===== config.mk =====
export PLATFORM = sky130hd
export DESIGN_NAME = script_token_lexer_top
export DESIGN_NICKNAME = d
export VERILOG_FILES = /design/src/rtl/core/stl_pkg.sv /design/src/rtl/core/stl_front.sv /design/src/rtl/core/stl_back.sv /design/src/rtl/core/stl_outq.sv /design/src/rtl/core/script_token_lexer_top.sv
export SDC_FILE = /design/constraint.sdc
export NUM_CORES = 2
export LEC_CHECK = 0
export BUFFER_PORTS_ARGS = -buffer_cell sky130_fd_sc_hd__buf_2
export CORE_MARGIN = 3
export CORE_UTILIZATION = 60
export DETAILED_ROUTE_END_ITERATION = 8
export PLACE_DENSITY = 0.84
export SETUP_SLACK_MARGIN = 0.5
export SLEW_MARGIN = 20
export SYNTH_ARGS = -nofsm -noshare
export SYNTH_HDL_FRONTEND = slang
export SYNTH_MEMORY_MAX_BITS = 65536
export SYNTH_SLANG_ARGS = --single-unit

===== constraint.sdc =====
create_clock -name i_clk -period 15.35 [get_ports i_clk]
set_clock_uncertainty 0.15 [all_clocks]
set_input_delay 2.3025 -clock i_clk [delete_from_list [all_inputs] [get_ports i_clk]]
set_output_delay 2.3025 -clock i_clk [all_outputs]
set_load 0.005 [all_outputs]

===== src/rtl/core/stl_pkg.sv =====
package stl_pkg;

    localparam int POS_BITS      = 16;
    localparam int KEYWORD_CHARS = 8;
    localparam int WLEN_BITS     = $clog2(KEYWORD_CHARS + 2);
    localparam int WIDX_BITS     = $clog2(KEYWORD_CHARS);
    localparam int NUM_KW        = 12;
    localparam int Q_DEPTH       = 4;
    localparam int Q_PTR         = $clog2(Q_DEPTH);

    localparam logic [7:0] CH_LF     = 8'h0A;
    localparam logic [7:0] CH_QUOTE  = 8'h22;
    localparam logic [7:0] CH_DOT    = 8'h2E;
    localparam logic [7:0] CH_STAR   = 8'h2A;
    localparam logic [7:0] CH_SLASH  = 8'h2F;
    localparam logic [7:0] CH_BSLASH = 8'h5C;
    localparam logic [7:0] CH_ZERO   = 8'h30;

    localparam logic [5:0] K_ERROR = 6'd0;
    localparam logic [5:0] K_END   = 6'd1;
    localparam logic [5:0] K_IDENT = 6'd2;
    localparam logic [5:0] K_PUNCT = 6'd3;
    localparam logic [5:0] K_INT   = 6'd23;
    localparam logic [5:0] K_FLOAT = 6'd24;
    localparam logic [5:0] K_STR   = 6'd25;

    localparam logic [1:0] ST_OK      = 2'd0;
    localparam logic [1:0] ST_BADCHAR = 2'd1;
    localparam logic [1:0] ST_STRNL   = 2'd2;

    typedef enum logic [10:0] {
        M_INIT   = 11'b000_0000_0001,
        M_INT    = 11'b000_0000_0010,
        M_INTDOT = 11'b000_0000_0100,
        M_FLOAT  = 11'b000_0000_1000,
        M_IDENT  = 11'b000_0001_0000,
        M_STR    = 11'b000_0010_0000,
        M_STRESC = 11'b000_0100_0000,
        M_CCMT   = 11'b000_1000_0000,
        M_LCMT   = 11'b001_0000_0000,
        M_OP     = 11'b010_0000_0000,
        M_HALT   = 11'b100_0000_0000
    } t_mode;

    typedef struct packed {
        logic       sp;
        logic       dig;
        logic       alp;
        logic       numt;
        logic       idt;
        logic       punct;
        logic [5:0] punct_kind;
        logic       op_hit;
        logic [3:0] op_idx;
    } t_cls;

    typedef struct packed {
        logic [7:0] ch;
        logic       is_end;
        t_cls       cls;
    } t_item;

    typedef struct packed {
        logic [5:0]          kind;
        logic [POS_BITS-1:0] start;
        logic [POS_BITS-1:0] len;
        logic [31:0]         value;
        logic [15:0]         line;
        logic [1:0]          status;
        logic                last;
    } t_tok;

    typedef struct packed {
        logic [1:0] cnt;
        t_tok       tok0;
        t_tok       tok1;
    } t_wr;

    typedef struct packed {
        logic [7:0] c;
        logic [5:0] t1;
        logic [7:0] a;
        logic [5:0] ta;
        logic [7:0] b;
        logic [5:0] tb;
        logic [7:0] c3;
        logic [5:0] t3;
        logic [5:0] pre;
    } t_op;

    typedef struct packed {
        logic [8*KEYWORD_CHARS-1:0] s;
        logic [WLEN_BITS-1:0]       n;
        logic [5:0]                 kind;
    } t_kw;

    function automatic t_op op_row(input logic [3:0] i);
        t_op r;
        r = '0;
        case (i)
            4'd0:  r = '{"=", 6'd26, "=", 6'd56, 8'd0, 6'd0, 8'd0, 6'd0, 6'd0};
            4'd1:  r = '{"+", 6'd27, "+", 6'd34, "=", 6'd36, 8'd0, 6'd0, 6'd0};
            4'd2:  r = '{"-", 6'd28, "-", 6'd35, "=", 6'd37, 8'd0, 6'd0, 6'd0};
            4'd3:  r = '{"*", 6'd29, "=", 6'd38, 8'd0, 6'd0, 8'd0, 6'd0, 6'd0};
            4'd4:  r = '{"/", 6'd30, "=", 6'd39, 8'd0, 6'd0, 8'd0, 6'd0, 6'd0};
            4'd5:  r = '{"%", 6'd31, "=", 6'd40, 8'd0, 6'd0, 8'd0, 6'd0, 6'd0};
            4'd6:  r = '{"^", 6'd32, "=", 6'd41, 8'd0, 6'd0, 8'd0, 6'd0, 6'd0};
            4'd7:  r = '{"$", 6'd33, 8'd0, 6'd0, 8'd0, 6'd0, 8'd0, 6'd0, 6'd0};
            4'd8:  r = '{"&", 6'd42, "&", 6'd53, "=", 6'd48, 8'd0, 6'd0, 6'd0};
            4'd9:  r = '{"|", 6'd43, "|", 6'd54, "=", 6'd49, 8'd0, 6'd0, 6'd0};
            4'd10: r = '{"#", 6'd44, "=", 6'd50, 8'd0, 6'd0, 8'd0, 6'd0, 6'd0};
            4'd11: r = '{"~", 6'd45, 8'd0, 6'd0, 8'd0, 6'd0, 8'd0, 6'd0, 6'd0};
            4'd12: r = '{"<", 6'd58, "<", 6'd46, "=", 6'd60, "=", 6'd51, 6'd46};
            4'd13: r = '{">", 6'd59, ">", 6'd47, "=", 6'd61, "=", 6'd52, 6'd47};
            4'd14: r = '{"!", 6'd55, "=", 6'd57, 8'd0, 6'd0, 8'd0, 6'd0, 6'd0};
            default: r = '0;
        endcase
        return r;
    endfunction

    function automatic t_kw kw_row(input logic [3:0] i);
        t_kw r;
        r = '0;
        case (i)
            4'd0:  r = '{64'("var"),      WLEN_BITS'(3), 6'd11};
            4'd1:  r = '{64'("true"),     WLEN_BITS'(4), 6'd12};
            4'd2:  r = '{64'("false"),    WLEN_BITS'(5), 6'd13};
            4'd3:  r = '{64'("if"),       WLEN_BITS'(2), 6'd14};
            4'd4:  r = '{64'("else"),     WLEN_BITS'(4), 6'd15};
            4'd5:  r = '{64'("break"),    WLEN_BITS'(5), 6'd16};
            4'd6:  r = '{64'("continue"), WLEN_BITS'(8), 6'd17};
            4'd7:  r = '{64'("for"),      WLEN_BITS'(3), 6'd18};
            4'd8:  r = '{64'("while"),    WLEN_BITS'(5), 6'd19};
            4'd9:  r = '{64'("func"),     WLEN_BITS'(4), 6'd20};
            4'd10: r = '{64'("return"),   WLEN_BITS'(6), 6'd21};
            4'd11: r = '{64'("host"),     WLEN_BITS'(4), 6'd22};
            default: r = '0;
        endcase
        return r;
    endfunction

endpackage


===== src/rtl/core/stl_front.sv =====
module stl_front
    import stl_pkg::*;
(
    input  logic       i_clk,
    input  logic       i_rst_n,
    input  logic       i_push,
    output logic       o_full,
    input  logic [7:0] i_ch,
    input  logic       i_is_end,
    output logic       o_valid,
    output t_item      o_item,
    input  logic       i_take
);

    t_item            r_mem [Q_DEPTH];
    logic [Q_PTR-1:0] r_wp, r_rp;
    logic [Q_PTR:0]   r_cnt;
    t_cls             w_cls;
    logic             w_wr;
    logic             w_rd;

    always_comb begin
        w_cls        = '0;
        w_cls.sp     = (i_ch == 8'h20) || (i_ch inside {[8'd9:8'd13]});
        w_cls.dig    = i_ch inside {["0":"9"]};
        w_cls.alp    = (i_ch inside {["a":"z"], ["A":"Z"]}) || (i_ch == "_");
        w_cls.numt   = w_cls.sp || (i_ch inside {";", ")", "]", ",", "+", "-", "*", "/",
                       "%", "^", "&", "|", "#", "~", "<", ">", "!", "="});
        w_cls.idt    = w_cls.numt || (i_ch inside {"(", "[", "{", "}", "$"});
        w_cls.punct  = 1'b1;
        case (i_ch)
            ";": w_cls.punct_kind = K_PUNCT;
            "(": w_cls.punct_kind = K_PUNCT + 6'd1;
            ")": w_cls.punct_kind = K_PUNCT + 6'd2;
            "[": w_cls.punct_kind = K_PUNCT + 6'd3;
            "]": w_cls.punct_kind = K_PUNCT + 6'd4;
            ",": w_cls.punct_kind = K_PUNCT + 6'd5;
            "{": w_cls.punct_kind = K_PUNCT + 6'd6;
            "}": w_cls.punct_kind = K_PUNCT + 6'd7;
            default: w_cls.punct = 1'b0;
        endcase
        w_cls.op_hit = 1'b0;
        for (int k = 0; k < 15; k++) begin
            if (!w_cls.op_hit && op_row(4'(k)).c == i_ch) begin
                w_cls.op_hit = 1'b1;
                w_cls.op_idx = 4'(k);
            end
        end
    end

    assign o_full  = (r_cnt == (Q_PTR+1)'(Q_DEPTH));
    assign o_valid = (r_cnt != '0);
    assign o_item  = r_mem[r_rp];
    assign w_wr    = i_push && !o_full;
    assign w_rd    = i_take && o_valid;

    always_ff @(posedge i_clk) begin
        if (w_wr) begin
            r_mem[r_wp] <= '{i_ch, i_is_end, w_cls};
        end
        if (!i_rst_n) begin
            r_wp  <= '0;
            r_rp  <= '0;
            r_cnt <= '0;
        end else begin
            if (w_wr) r_wp <= r_wp + 1'b1;
            if (w_rd) r_rp <= r_rp + 1'b1;
            r_cnt <= r_cnt + (Q_PTR+1)'(w_wr) - (Q_PTR+1)'(w_rd);
        end
    end

endmodule


===== src/rtl/core/stl_back.sv =====
module stl_back
    import stl_pkg::*;
(
    input  logic  i_clk,
    input  logic  i_rst_n,
    input  logic  i_take,
    input  t_item i_item,
    output t_wr   o_wr
);

    t_mode                 r_mode, n_mode;
    logic [3:0]            r_pidx, n_pidx;
    logic [5:0]            r_pkind, n_pkind;
    logic                  r_star, n_star;
    logic [POS_BITS-1:0]   r_pos, n_pos;
    logic [POS_BITS-1:0]   r_tstart, n_tstart;
    logic [15:0]           r_line, n_line;
    logic [31:0]           r_acc, n_acc;
    logic [7:0]            r_word [KEYWORD_CHARS];
    logic                  n_wwe;
    logic [WIDX_BITS-1:0]  n_widx;
    logic [WLEN_BITS-1:0]  r_wlen, n_wlen;

    t_tok                  w_toks [2];
    logic [1:0]            w_cnt;
    logic [5:0]            w_wkind;

    function automatic t_tok mk(input logic [5:0] kind, input logic [POS_BITS-1:0] start,
                                input logic [POS_BITS-1:0] len, input logic [31:0] val,
                                input logic [15:0] line, input logic [1:0] status);
        return '{kind, start, len, val, line, status, 1'b0};
    endfunction

    always_comb begin
        t_kw kw;
        logic m;
        w_wkind = K_IDENT;
        for (int k = 0; k < NUM_KW; k++) begin
            kw = kw_row(4'(k));
            m  = (kw.n == r_wlen);
            for (int j = 0; j < KEYWORD_CHARS; j++) begin
                if (WLEN_BITS'(j) < kw.n &&
                    r_word[j] != kw.s[(int'(kw.n) - 1 - j) * 8 +: 8]) m = 1'b0;
            end
            if (m) w_wkind = kw.kind;
        end
    end

    always_comb begin
        logic [7:0]          ch;
        t_cls                c;
        logic [15:0]         line_nx;
        logic [POS_BITS-1:0] len;
        logic                do_init;
        logic                hit;
        logic [5:0]          k;
        t_op                 row;

        ch       = i_item.ch;
        c        = i_item.cls;
        n_mode   = r_mode;
        n_pidx   = r_pidx;
        n_pkind  = r_pkind;
        n_star   = r_star;
        n_pos    = r_pos;
        n_tstart = r_tstart;
        n_line   = r_line;
        n_acc    = r_acc;
        n_wlen   = r_wlen;
        n_wwe    = 1'b0;
        n_widx   = '0;
        w_toks[0] = '0;
        w_toks[1] = '0;
        w_cnt    = '0;
        do_init  = 1'b0;
        hit      = 1'b0;
        k        = '0;
        row      = op_row(r_pidx);
        len      = r_pos - r_tstart;
        line_nx  = r_line;
        if (ch == CH_LF && r_line != 16'hFFFF) line_nx = r_line + 16'd1;

        if (i_take && i_item.is_end) begin
            if (r_mode == M_OP) begin
                w_toks[w_cnt[0]] = mk(r_pkind, r_tstart,
                    (r_pkind != row.t1) ? POS_BITS'(2) : POS_BITS'(1), '0, r_line, ST_OK);
                w_cnt = w_cnt + 2'd1;
            end
            w_toks[w_cnt[0]] = mk(K_END, r_pos, '0, '0, r_line, ST_OK);
            w_cnt    = w_cnt + 2'd1;
            n_mode   = M_INIT;
            n_pidx   = '0;
            n_pkind  = '0;
            n_star   = 1'b0;
            n_pos    = '0;
            n_tstart = '0;
            n_line   = 16'd1;
            n_acc    = '0;
            n_wlen   = '0;
        end else if (i_take && r_mode != M_HALT) begin
            n_line = line_nx;
            n_pos  = r_pos + 1'b1;
            case (r_mode)
                M_INT: begin
                    if (c.dig) begin
                        n_acc = (r_acc << 3) + (r_acc << 1) + 32'(ch - CH_ZERO);
                    end else if (ch == CH_DOT) begin
                        n_mode = M_INTDOT;
                    end else if (c.numt) begin
                        w_toks[w_cnt[0]] = mk(K_INT, r_tstart, len, r_acc, line_nx, ST_OK);
                        w_cnt = w_cnt + 2'd1;
                        do_init = 1'b1;
                    end else begin
                        n_mode = M_HALT;
                        w_toks[w_cnt[0]] = mk(K_ERROR, r_pos, '0, '0, line_nx, ST_BADCHAR);
                        w_cnt = w_cnt + 2'd1;
                    end
                end
                M_INTDOT: begin
                    if (c.dig) begin
                        n_mode = M_FLOAT;
                    end else begin
                        n_mode = M_HALT;
                        w_toks[w_cnt[0]] = mk(K_ERROR, r_pos, '0, '0, line_nx, ST_BADCHAR);
                        w_cnt = w_cnt + 2'd1;
                    end
                end
                M_FLOAT: begin
                    if (c.dig) begin
                        n_mode = M_FLOAT;
                    end else if (c.numt) begin
                        w_toks[w_cnt[0]] = mk(K_FLOAT, r_tstart, len, '0, line_nx, ST_OK);
                        w_cnt = w_cnt + 2'd1;
                        do_init = 1'b1;
                    end else begin
                        n_mode = M_HALT;
                        w_toks[w_cnt[0]] = mk(K_ERROR, r_pos, '0, '0, line_nx, ST_BADCHAR);
                        w_cnt = w_cnt + 2'd1;
                    end
                end
                M_IDENT: begin
                    if (c.alp || c.dig) begin
                        if (r_wlen < WLEN_BITS'(KEYWORD_CHARS)) begin
                            n_wwe  = 1'b1;
                            n_widx = r_wlen[WIDX_BITS-1:0];
                        end
                        if (r_wlen <= WLEN_BITS'(KEYWORD_CHARS)) n_wlen = r_wlen + 1'b1;
                    end else if (c.idt) begin
                        w_toks[w_cnt[0]] = mk((r_wlen > WLEN_BITS'(KEYWORD_CHARS)) ?
                            K_IDENT : w_wkind, r_tstart, len, '0, line_nx, ST_OK);
                        w_cnt = w_cnt + 2'd1;
                        do_init = 1'b1;
                    end else begin
                        n_mode = M_HALT;
                        w_toks[w_cnt[0]] = mk(K_ERROR, r_pos, '0, '0, line_nx, ST_BADCHAR);
                        w_cnt = w_cnt + 2'd1;
                    end
                end
                M_STR: begin
                    if (ch == CH_BSLASH) begin
                        n_mode = M_STRESC;
                    end else if (ch == CH_LF) begin
                        n_mode = M_HALT;
                        w_toks[w_cnt[0]] = mk(K_ERROR, r_pos, '0, '0, line_nx, ST_STRNL);
                        w_cnt = w_cnt + 2'd1;
                    end else if (ch == CH_QUOTE) begin
                        n_mode = M_INIT;
                        w_toks[w_cnt[0]] = mk(K_STR, r_tstart, len, '0, line_nx, ST_OK);
                        w_cnt = w_cnt + 2'd1;
                    end
                end
                M_STRESC: begin
                    if (ch == CH_BSLASH || ch == CH_QUOTE) begin
                        n_mode = M_STR;
                    end else begin
                        n_mode = M_HALT;
                        w_toks[w_cnt[0]] = mk(K_ERROR, r_pos, '0, '0, line_nx, ST_BADCHAR);
                        w_cnt = w_cnt + 2'd1;
                    end
                end
                M_CCMT: begin
                    if (r_star && ch == CH_SLASH) begin
                        n_mode = M_INIT;
                        n_star = 1'b0;
                    end else begin
                        n_star = (ch == CH_STAR);
                    end
                end
                M_LCMT: begin
                    if (ch == CH_LF) n_mode = M_INIT;
                end
                M_OP: begin
                    if (r_pkind == row.t1) begin
                        if (row.c == CH_SLASH && ch == CH_STAR) begin
                            n_mode = M_CCMT;
                            n_star = 1'b0;
                        end else if (row.c == CH_SLASH && ch == CH_SLASH) begin
                            n_mode = M_LCMT;
                        end else if (row.a != '0 && ch == row.a) begin
                            hit = 1'b1;
                            k   = row.ta;
                        end else if (row.b != '0 && ch == row.b) begin
                            hit = 1'b1;
                            k   = row.tb;
                        end else begin
                            w_toks[w_cnt[0]] = mk(row.t1, r_tstart, POS_BITS'(1), '0,
                                                  r_line, ST_OK);
                            w_cnt = w_cnt + 2'd1;
                            do_init = 1'b1;
                        end
                        if (hit) begin
                            if (row.pre != '0 && k == row.pre) begin
                                n_pkind = k;
                            end else begin
                                n_mode = M_INIT;
                                w_toks[w_cnt[0]] = mk(k, r_tstart, POS_BITS'(2), '0,
                                                      line_nx, ST_OK);
                                w_cnt = w_cnt + 2'd1;
                            end
                        end
                    end else if (row.c3 != '0 && ch == row.c3) begin
                        n_mode = M_INIT;
                        w_toks[w_cnt[0]] = mk(row.t3, r_tstart, POS_BITS'(3), '0,
                                              line_nx, ST_OK);
                        w_cnt = w_cnt + 2'd1;
                    end else begin
                        w_toks[w_cnt[0]] = mk(r_pkind, r_tstart, POS_BITS'(2), '0,
                                              r_line, ST_OK);
                        w_cnt = w_cnt + 2'd1;
                        do_init = 1'b1;
                    end
                end
                default: do_init = 1'b1;
            endcase

            if (do_init) begin
                n_mode = M_INIT;
                if (c.sp) begin
                    n_mode = M_INIT;
                end else if (c.dig) begin
                    n_mode   = M_INT;
                    n_tstart = r_pos;
                    n_acc    = 32'(ch - CH_ZERO);
                end else if (c.alp) begin
                    n_mode   = M_IDENT;
                    n_tstart = r_pos;
                    n_wwe    = 1'b1;
                    n_widx   = '0;
                    n_wlen   = WLEN_BITS'(1);
                end else if (ch == CH_QUOTE) begin
                    n_mode   = M_STR;
                    n_tstart = r_pos + 1'b1;
                end else if (c.punct) begin
                    w_toks[w_cnt[0]] = mk(c.punct_kind, r_pos, POS_BITS'(1), '0,
                                          line_nx, ST_OK);
                    w_cnt = w_cnt + 2'd1;
                end else if (c.op_hit) begin
                    if (op_row(c.op_idx).a == '0) begin
                        w_toks[w_cnt[0]] = mk(op_row(c.op_idx).t1, r_pos, POS_BITS'(1),
                                              '0, line_nx, ST_OK);
                        w_cnt = w_cnt + 2'd1;
                    end else begin
                        n_mode   = M_OP;
                        n_pidx   = c.op_idx;
                        n_pkind  = op_row(c.op_idx).t1;
                        n_tstart = r_pos;
                    end
                end else begin
                    n_mode = M_HALT;
                    w_toks[w_cnt[0]] = mk(K_ERROR, r_pos, '0, '0, line_nx, ST_BADCHAR);
                    w_cnt = w_cnt + 2'd1;
                end
            end
        end

        if (w_cnt != '0) w_toks[w_cnt[0] - 1'b1].last = 1'b1;
    end

    assign o_wr = '{w_cnt, w_toks[0], w_toks[1]};

    always_ff @(posedge i_clk) begin
        if (n_wwe) r_word[n_widx] <= i_item.ch;
        r_pidx <= n_pidx;
        r_acc  <= n_acc;
        if (!i_rst_n) begin
            r_mode   <= M_INIT;
            r_pkind  <= '0;
            r_star   <= 1'b0;
            r_pos    <= '0;
            r_tstart <= '0;
            r_line   <= 16'd1;
            r_wlen   <= '0;
        end else begin
            r_mode   <= n_mode;
            r_pkind  <= n_pkind;
            r_star   <= n_star;
            r_pos    <= n_pos;
            r_tstart <= n_tstart;
            r_line   <= n_line;
            r_wlen   <= n_wlen;
        end
    end

`ifndef SYNTHESIS
    a_end_resets: assert property (@(posedge i_clk) disable iff (!i_rst_n)
        (i_take && i_item.is_end) |=> (r_mode == M_INIT && r_pos == '0 && r_line == 16'd1))
        else $error("end item did not restore scan state");
    a_halt_quiet: assert property (@(posedge i_clk) disable iff (!i_rst_n)
        (i_take && !i_item.is_end && r_mode == M_HALT) |-> (o_wr.cnt == 2'd0))
        else $error("token emitted while halted");
    a_halt_pos: assert property (@(posedge i_clk) disable iff (!i_rst_n)
        (i_take && !i_item.is_end && r_mode == M_HALT) |=> $stable(r_pos))
        else $error("position moved while halted");
    a_line_nonzero: assert property (@(posedge i_clk) disable iff (!i_rst_n)
        r_line != 16'd0)
        else $error("line counter reached zero");
`endif

endmodule


===== src/rtl/core/stl_outq.sv =====
module stl_outq
    import stl_pkg::*;
(
    input  logic i_clk,
    input  logic i_rst_n,
    input  t_wr  i_wr,
    output logic o_room,
    output logic o_empty,
    input  logic i_pop,
    output t_tok o_tok
);

    t_tok             r_mem [Q_DEPTH];
    logic [Q_PTR-1:0] r_wp, r_rp;
    logic [Q_PTR:0]   r_cnt;
    logic             w_rd;

    assign o_room  = (r_cnt <= (Q_PTR+1)'(Q_DEPTH - 2));
    assign o_empty = (r_cnt == '0);
    assign o_tok   = r_mem[r_rp];
    assign w_rd    = i_pop && !o_empty;

    always_ff @(posedge i_clk) begin
        if (i_wr.cnt != 2'd0) r_mem[r_wp] <= i_wr.tok0;
        if (i_wr.cnt == 2'd2) r_mem[r_wp + 1'b1] <= i_wr.tok1;
        if (!i_rst_n) begin
            r_wp  <= '0;
            r_rp  <= '0;
            r_cnt <= '0;
        end else begin
            r_wp  <= r_wp + Q_PTR'(i_wr.cnt);
            if (w_rd) r_rp <= r_rp + 1'b1;
            r_cnt <= r_cnt + (Q_PTR+1)'(i_wr.cnt) - (Q_PTR+1)'(w_rd);
        end
    end

`ifndef SYNTHESIS
    a_no_overflow: assert property (@(posedge i_clk) disable iff (!i_rst_n)
        (i_wr.cnt != 2'd0) |-> o_room)
        else $error("result queue written without room");
    a_cnt_bound: assert property (@(posedge i_clk) disable iff (!i_rst_n)
        r_cnt <= (Q_PTR+1)'(Q_DEPTH))
        else $error("result queue count out of range");
    a_wr_cnt: assert property (@(posedge i_clk) disable iff (!i_rst_n)
        i_wr.cnt != 2'd3)
        else $error("more than two tokens from one item");
`endif

endmodule


===== src/rtl/core/script_token_lexer_top.sv =====
// Streaming tokenizer for a small C-like script language. Source bytes go in
// through a 4-entry input queue, one per push; an item with i_is_end set ends
// the source, flushes a held operator and yields the end token, then all scan
// state returns to reset. Tokens come out of a 4-entry result queue with kind,
// offset, length, int value, line, status and a last flag on the final token
// of each input item. The scanner takes one item per cycle while the result
// queue has room for two tokens, so throughput is one byte per cycle as long
// as the consumer pops at least one token per cycle; a token is visible once
// its completing item has passed the input queue and the result queue. After
// an error token, bytes are dropped until the end marker.
module script_token_lexer_top
    import stl_pkg::*;
(
    input  logic                i_clk,
    input  logic                i_rst_n,
    input  logic                push,
    output logic                full,
    input  logic [7:0]          i_ch,
    input  logic                i_is_end,
    output logic                empty,
    input  logic                pop,
    output logic [5:0]          o_token_kind,
    output logic [POS_BITS-1:0] o_start_offset,
    output logic [POS_BITS-1:0] o_text_length,
    output logic [31:0]         o_int_value,
    output logic [15:0]         o_line_number,
    output logic [1:0]          o_status,
    output logic                o_last
);

    logic  w_valid;
    logic  w_room;
    logic  w_take;
    t_item w_item;
    t_wr   w_wr;
    t_tok  w_tok;

    assign w_take = w_valid && w_room;

    stl_front u_front (
        .i_clk    (i_clk),
        .i_rst_n  (i_rst_n),
        .i_push   (push),
        .o_full   (full),
        .i_ch     (i_ch),
        .i_is_end (i_is_end),
        .o_valid  (w_valid),
        .o_item   (w_item),
        .i_take   (w_take)
    );

    stl_back u_back (
        .i_clk   (i_clk),
        .i_rst_n (i_rst_n),
        .i_take  (w_take),
        .i_item  (w_item),
        .o_wr    (w_wr)
    );

    stl_outq u_outq (
        .i_clk   (i_clk),
        .i_rst_n (i_rst_n),
        .i_wr    (w_wr),
        .o_room  (w_room),
        .o_empty (empty),
        .i_pop   (pop),
        .o_tok   (w_tok)
    );

    assign o_token_kind   = w_tok.kind;
    assign o_start_offset = w_tok.start;
    assign o_text_length  = w_tok.len;
    assign o_int_value    = w_tok.value;
    assign o_line_number  = w_tok.line;
    assign o_status       = w_tok.status;
    assign o_last         = w_tok.last;

endmodule

; After elaboration in Yosys (flattened, before gate mapping)
; Memories as Yosys holds them, arrays and structs flattened. A register that Yosys moved wholly into a read port is not among the register bits.
; Index checks and enable logic that the tools add are counted.
[word_totals]
memories = 7
regBits = 120
input_bits = 13
ram_bits = 516
mem_bits_ro = 3264
[op_classes]
bitwise_logic = 11
reduce_logical = 80
addsub = 20
n_lt_le_gt_ge = 20
n_mux = 321
eq_ne = 123
[memory_table]
columns = memory, depth, width, read_ports, rd_ports_with_merged_regs, write_ports, line_no
row1 = (no name shown), 16, 51, 1, 1, 0, stl_pkg.sv:100  ; case (i)
row2 = (no name shown), 16, 51, 1, 0, 0, stl_pkg.sv:100
row3 = (no name shown), 16, 51, 1, 0, 0, stl_pkg.sv:100
row4 = (no name shown), 16, 51, 1, 0, 0, stl_pkg.sv:100
row5 = u_outq.r_mem, 4, 89, 1, 1, 2, stl_outq.sv:13  ; t_tok r_mem [Q_DEPTH];
row6 = u_front.r_mem, 4, 24, 1, 1, 1, stl_front.sv:15  ; t_item r_mem [Q_DEPTH];
row7 = +1 memories, --, --, --, --, --, --
[op_table]
columns = op, count
row1 = $mux W178, 13
row2 = $mux W89, 23
row3 = $bwmux W178, 6
row4 = $mux W88, 8
row5 = $pmux W89 S7, 1
row6 = $mux W54, 10
row7 = $mux W48, 9
row8 = $demux W89 S1, 4
row9 = $ne A8 B7 Y1 const B, 40
row10 = $mux W11, 26
row11 = $mux W6, 32
row12 = $eq A8 B6 Y1 const B, 22
row13 = $mux W83, 2
row14 = $mux W32, 5
row15 = $mux W16, 7
row16 = $mux W1, 107
row17 = $pmux W11 S9, 1
row18 = $eq A6 B8 Y1 const A, 12
row19 = $mux W5, 15
row20 = $eq A8 B7 Y1 const B, 9
row21 = $add A32 B32 Y32, 2
row22 = $mux W2, 28
row23 = $mux W4, 10
row24 = $logic_and A1 B1 Y1, 36
row25 = 76 further kinds, 147

; Longest topological paths before layout
[depth]
depth_word = 44
depth_mapped = 27
ltp_nobuf = 23

; Cells and area by module
; A second synthesis with hierarchy kept.
[unflattened]
hier_cells = 3143
area_unflattened_um2 = 37830.0
[by_module_without_submodules]
columns = module, instances, area_each_um2, seq_area_each_um2, cells_each
row1 = stl_outq, 1, 17526.8, 10870.4, 911
row2 = stl_back, 1, 15666.3, 4684.5, 1950
row3 = stl_front, 1, 4630.7, 3062.9, 281
row4 = script_token_lexer_top, 1, 6.3, 0.0, 1

; Worst setup path after synthesis
; OpenSTA, ideal clock, no wires.
[synth_timing]
path_type = reg2reg
start = reg with a tool-made name
end = mem u_outq.r_mem[0][0] in the netlist's numbering, enable pin
path_buffers = 4
path_stages_with_launch = 22
slack_ns = 3.231
arrival_ns = 11.302
setup_ns = 0.667
required_time_ns = 14.533
path_cell_list = dfxtp_1 buf_6 buf_8 mux4_2 inv_1 ha_1 nand4_1 or4b_4 or3_1 buf_2 a2111o_1 ha_1 o221ai_2 a21oi_2 inv_1 ha_1 a21oi_1 a32o_1 buf_6 inv_4 nor2_1 o31ai_1
[synth_rtl]
columns = item, line_no
row1 = to (decl), stl_outq.sv:13

==> impl_metrics.csv <==
group,metric,value,unit
status,status,"completed",
floorplan,fp-row-count,88,
timing,final-setup-viol-count,0,
floorplan,dieHeight,250,microns
layout,final_common_cell,"edfxtp_1",
min_path,hp-class,"flip-flop to flip-flop",
timing,tns,0,ns
yosys,ys_warn_count,0,
layout,antenna_cells,0,
clock_tree,postCtsSetupBuffers,0,
routing,routed_wl,101000,microns
timing,tightest_slew,1.14,ns
clock_tree,path_clk_slew,0.06,ns
global_routing,grt_overflow_total,0,
yosys,seq_area_frac_synth,52.2,%
floorplan,core_area,0.0582,sq mm
layout,area_growth,9.60,%
place,portBuffers,103,
routing,drt_pass1_iterations,6,
clock_tree,cts_buffer_depth,3,
clock_tree,clk_latency,0.63,ns
timing,final-hold-violation-count,0,
global_routing,grt_pass1_wl,155000,microns
min_path,hp-start,"u_back.r_star",
job,drv_cap,0,
worst_setup_path,critical_path_peak_fanout,73,
layout,fin_util,67.1,%
yosys,syn_inst,3156,
clock_tree,cts_made_buffers,71,
global_routing,grt_max_degree,79,
worst_setup_path,crit_type,"flip-flop to flip-flop",
routing,drt-wirelength-per-cell,25.2,microns
worst_setup_path,rrSetupSlack,6.70,ns
worst_setup_path,regToRegEndpoint,"u_outq.r_mem[0][71]",
layout,stdcell_area,0.0391,sq mm
clock_tree,cts_hold_buf,0,
layout,drive_above_1_share,13.6,%
layout,mostFrequentLayoutCells,"edfxtp_1, nor2_1, nand2_1",
yosys,syn_nets,3289,
yosys,avgSynthCellArea,11.3,sq um
worst_setup_path,cp-start-kind,"flip-flop",
global_routing,antenna_found_initial,1,
routing,drtAntennaViolNets,0,
power,finalPower,7.43,mW
layout,stdcell_count,4003,
worst_setup_path,rr_worst_depth,19,
clock_tree,post_cts_resized,0,
worst_setup_path,cp_data_arrival_time,8.74,ns
timing,drv_slew,0,
worst_setup_path,required,15.44,ns
worst_setup_path,endpoint,"u_outq.r_mem[0][71]",
floorplan,io_pins,104,
routing,vias,27300,
power,ir_drop,161,uV
timing,layout_setup_ws,6.70,ns
yosys,ys_ff_latch,672,
timing,rsz0062_at_grt,"no",
yosys,ys_types,102,
global_routing,grt_pass1_vias,26700,
global_routing,gr-usage-all-layers,31.7,%
clock_tree,root_buffer,"clkbuf_16",
timing,slew_headroom,23.7,%
place,gp_congestion,1.05,
floorplan,start_util,61.2,%
routing,viasPerCell,6.83,
routing,drc,0,
timing,hold_ws,0.327,ns
clock_tree,cts_max_level,3,
clock_tree,cts_tree,"done",
place,pre_cts_ws,6.82,ns
place,dpl_cell_area,0.0367,sq mm
floorplan,fp.dieArea,0.0624,sq mm
yosys,ys.flop_type,"edfxtp_1",
power,power_per_cell_area,190,mW/mm^2
power,p_leak,13.8,nW
place,dpl.hpwl,68200,microns
routing,drt-initial-drc-count,3520,
timing,fmax,116,MHz
yosys,synth-edff-count,516,
clock_tree,clkSinkCount,672,
yosys,async_reset_ff_share,0,%
layout,num-nets-final,3315,
place,placedCellCount,3873,
timing,min_period,8.65,ns
yosys,synthesis.area,0.0356,sq mm
worst_setup_path,endpoint_kind,"flip-flop",
timing,min_period_over_period,56.4,%
floorplan,die-width,250,microns
## Yosys cell counts (7+ instances only)
cell type | instances | share of area, %
a211o_1 | 7 | 0.17
a211oi_1 | 33 | 0.69
a21o_1 | 24 | 0.51
a21oi_1 | 156 | 2.2
a221oi_1 | 15 | 0.37
a22oi_1 | 22 | 0.46
a31oi_1 | 27 | 0.47
and2_1 | 34 | 0.60
and3_1 | 33 | 0.58
and4b_1 | 7 | 0.20
buf_1 | 20 | 0.21
buf_2 | 26 | 0.37
clkbuf_1 | 145 | 1.5
dfxtp_1 | 156 | 8.8
edfxtp_1 | 516 | 43
fa_1 | 32 | 1.8
ha_1 | 88 | 3.1
inv_1 | 94 | 0.99
mux2_2 | 8 | 0.25
mux2i_1 | 74 | 2.1
mux4_2 | 113 | 7.1
nand2_1 | 279 | 2.9
nand2b_1 | 12 | 0.21
nand3_1 | 85 | 1.2
nand4_1 | 37 | 0.65
nand4b_1 | 8 | 0.20
nor2_1 | 404 | 4.3
nor2b_1 | 29 | 0.51
nor3_1 | 63 | 0.88
nor3b_1 | 11 | 0.23
nor4_1 | 22 | 0.39
nor4b_1 | 8 | 0.20
nor4bb_1 | 12 | 0.34
o211ai_1 | 22 | 0.46
o21a_1 | 8 | 0.17
o21ai_0 | 131 | 1.8
o21bai_1 | 11 | 0.23
o22ai_1 | 16 | 0.28
o2bb2ai_1 | 64 | 1.6
o31ai_1 | 15 | 0.32
or3_1 | 15 | 0.26
or4_1 | 11 | 0.23
xnor2_1 | 52 | 1.3
xor2_1 | 65 | 1.6
## layout make-up
class	count	area, sq um
Inverter	98	370
Clock buffer	91	1890
Fill cell	4042	19200
Sequential cell	672	18600
Timing Repair Buffer	152	903
Tap cell	765	957
Multi-Input combinational cell	2187	15900
Clock inverter	38	389
## worst min-delay path by stage
stage	endpoint	slack, ns	cells after the start
floorplan	u_back.r_star	0.29	2
global placement	u_back.r_star	0.29	2
detailed placement	u_back.r_star	0.30	2
CTS	u_back.r_star	0.31	2
global route	u_back.r_star	0.34	2
finish	u_back.r_star	0.33	2
## metal layers
layer	track usage [%]	vias up	part of all wire, %
met1	42.3	13200	38
li1	-	11900	-
met2	50.9	1897	47
met5	0	-	0.0089
met3	6.64	302	11
met4	13.1	2	4.2
## worst max-delay path, stage by stage, from the launching register on
cell and delay (ns):
dfxtp_1 0.31, buf_4 0.40, mux4_2 0.76, xor2_1 0.21, nor4_1 0.57, o211a_1 0.58, mux2i_1 0.26, a21oi_1 0.13
a2111o_1 0.44, ha_1 0.32, o221ai_2 0.15, a21oi_2 0.59, inv_1 0.24, ha_1 0.34, a21oi_1 0.06, a32o_1 0.45
inv_4 0.20, nor2_1 0.13, o31ai_4 0.82, buf_4 0.96
## flip-flops by register name (all words and copies together) (netlist names), 2 cells and up, named ones only
register	count
u_outq.r_mem	356
u_front.r_mem	96
u_back.r_word	64
u_back.r_acc	32
u_back.r_line	16
u_back.r_pos	16
u_back.r_tstart	16
u_back.r_mode	11
u_back.r_pkind	6
u_back.r_pidx	4
u_back.r_wlen	4
u_front.r_cnt	3
u_outq.r_cnt	3
u_front.r_rp	2
u_front.r_wp	2
u_outq.r_rp	2
u_outq.r_wp	2
## cell families after synthesis
group                    Yosys count  synth area share [%]
XOR/XNOR                         117                  2.87
AND/OR/NAND/NOR                 1115                  15.0
adder cells (fa/ha/maj)          120                  4.89
multiplexers                     196                  9.53
AO/OA/AOI/OAI                    639                  12.1
buffers and inverters            297                  3.38
flip-flops                       672                  52.2
## power by group
| part | leakage [nW] | total (mW) | switching [mW] | internal [mW] |
|---|---|---|---|---|
| Clock | 1.11 | 1.68 | 0.730 | 0.951 |
| Sequential | 5.85 | 2.67 | 0.236 | 2.44 |
| Combinational | 6.82 | 3.08 | 1.94 | 1.13 |
| Total | 13.8 | 7.43 | 2.91 | 4.52 |
Power figures use the tool's default switching activity.
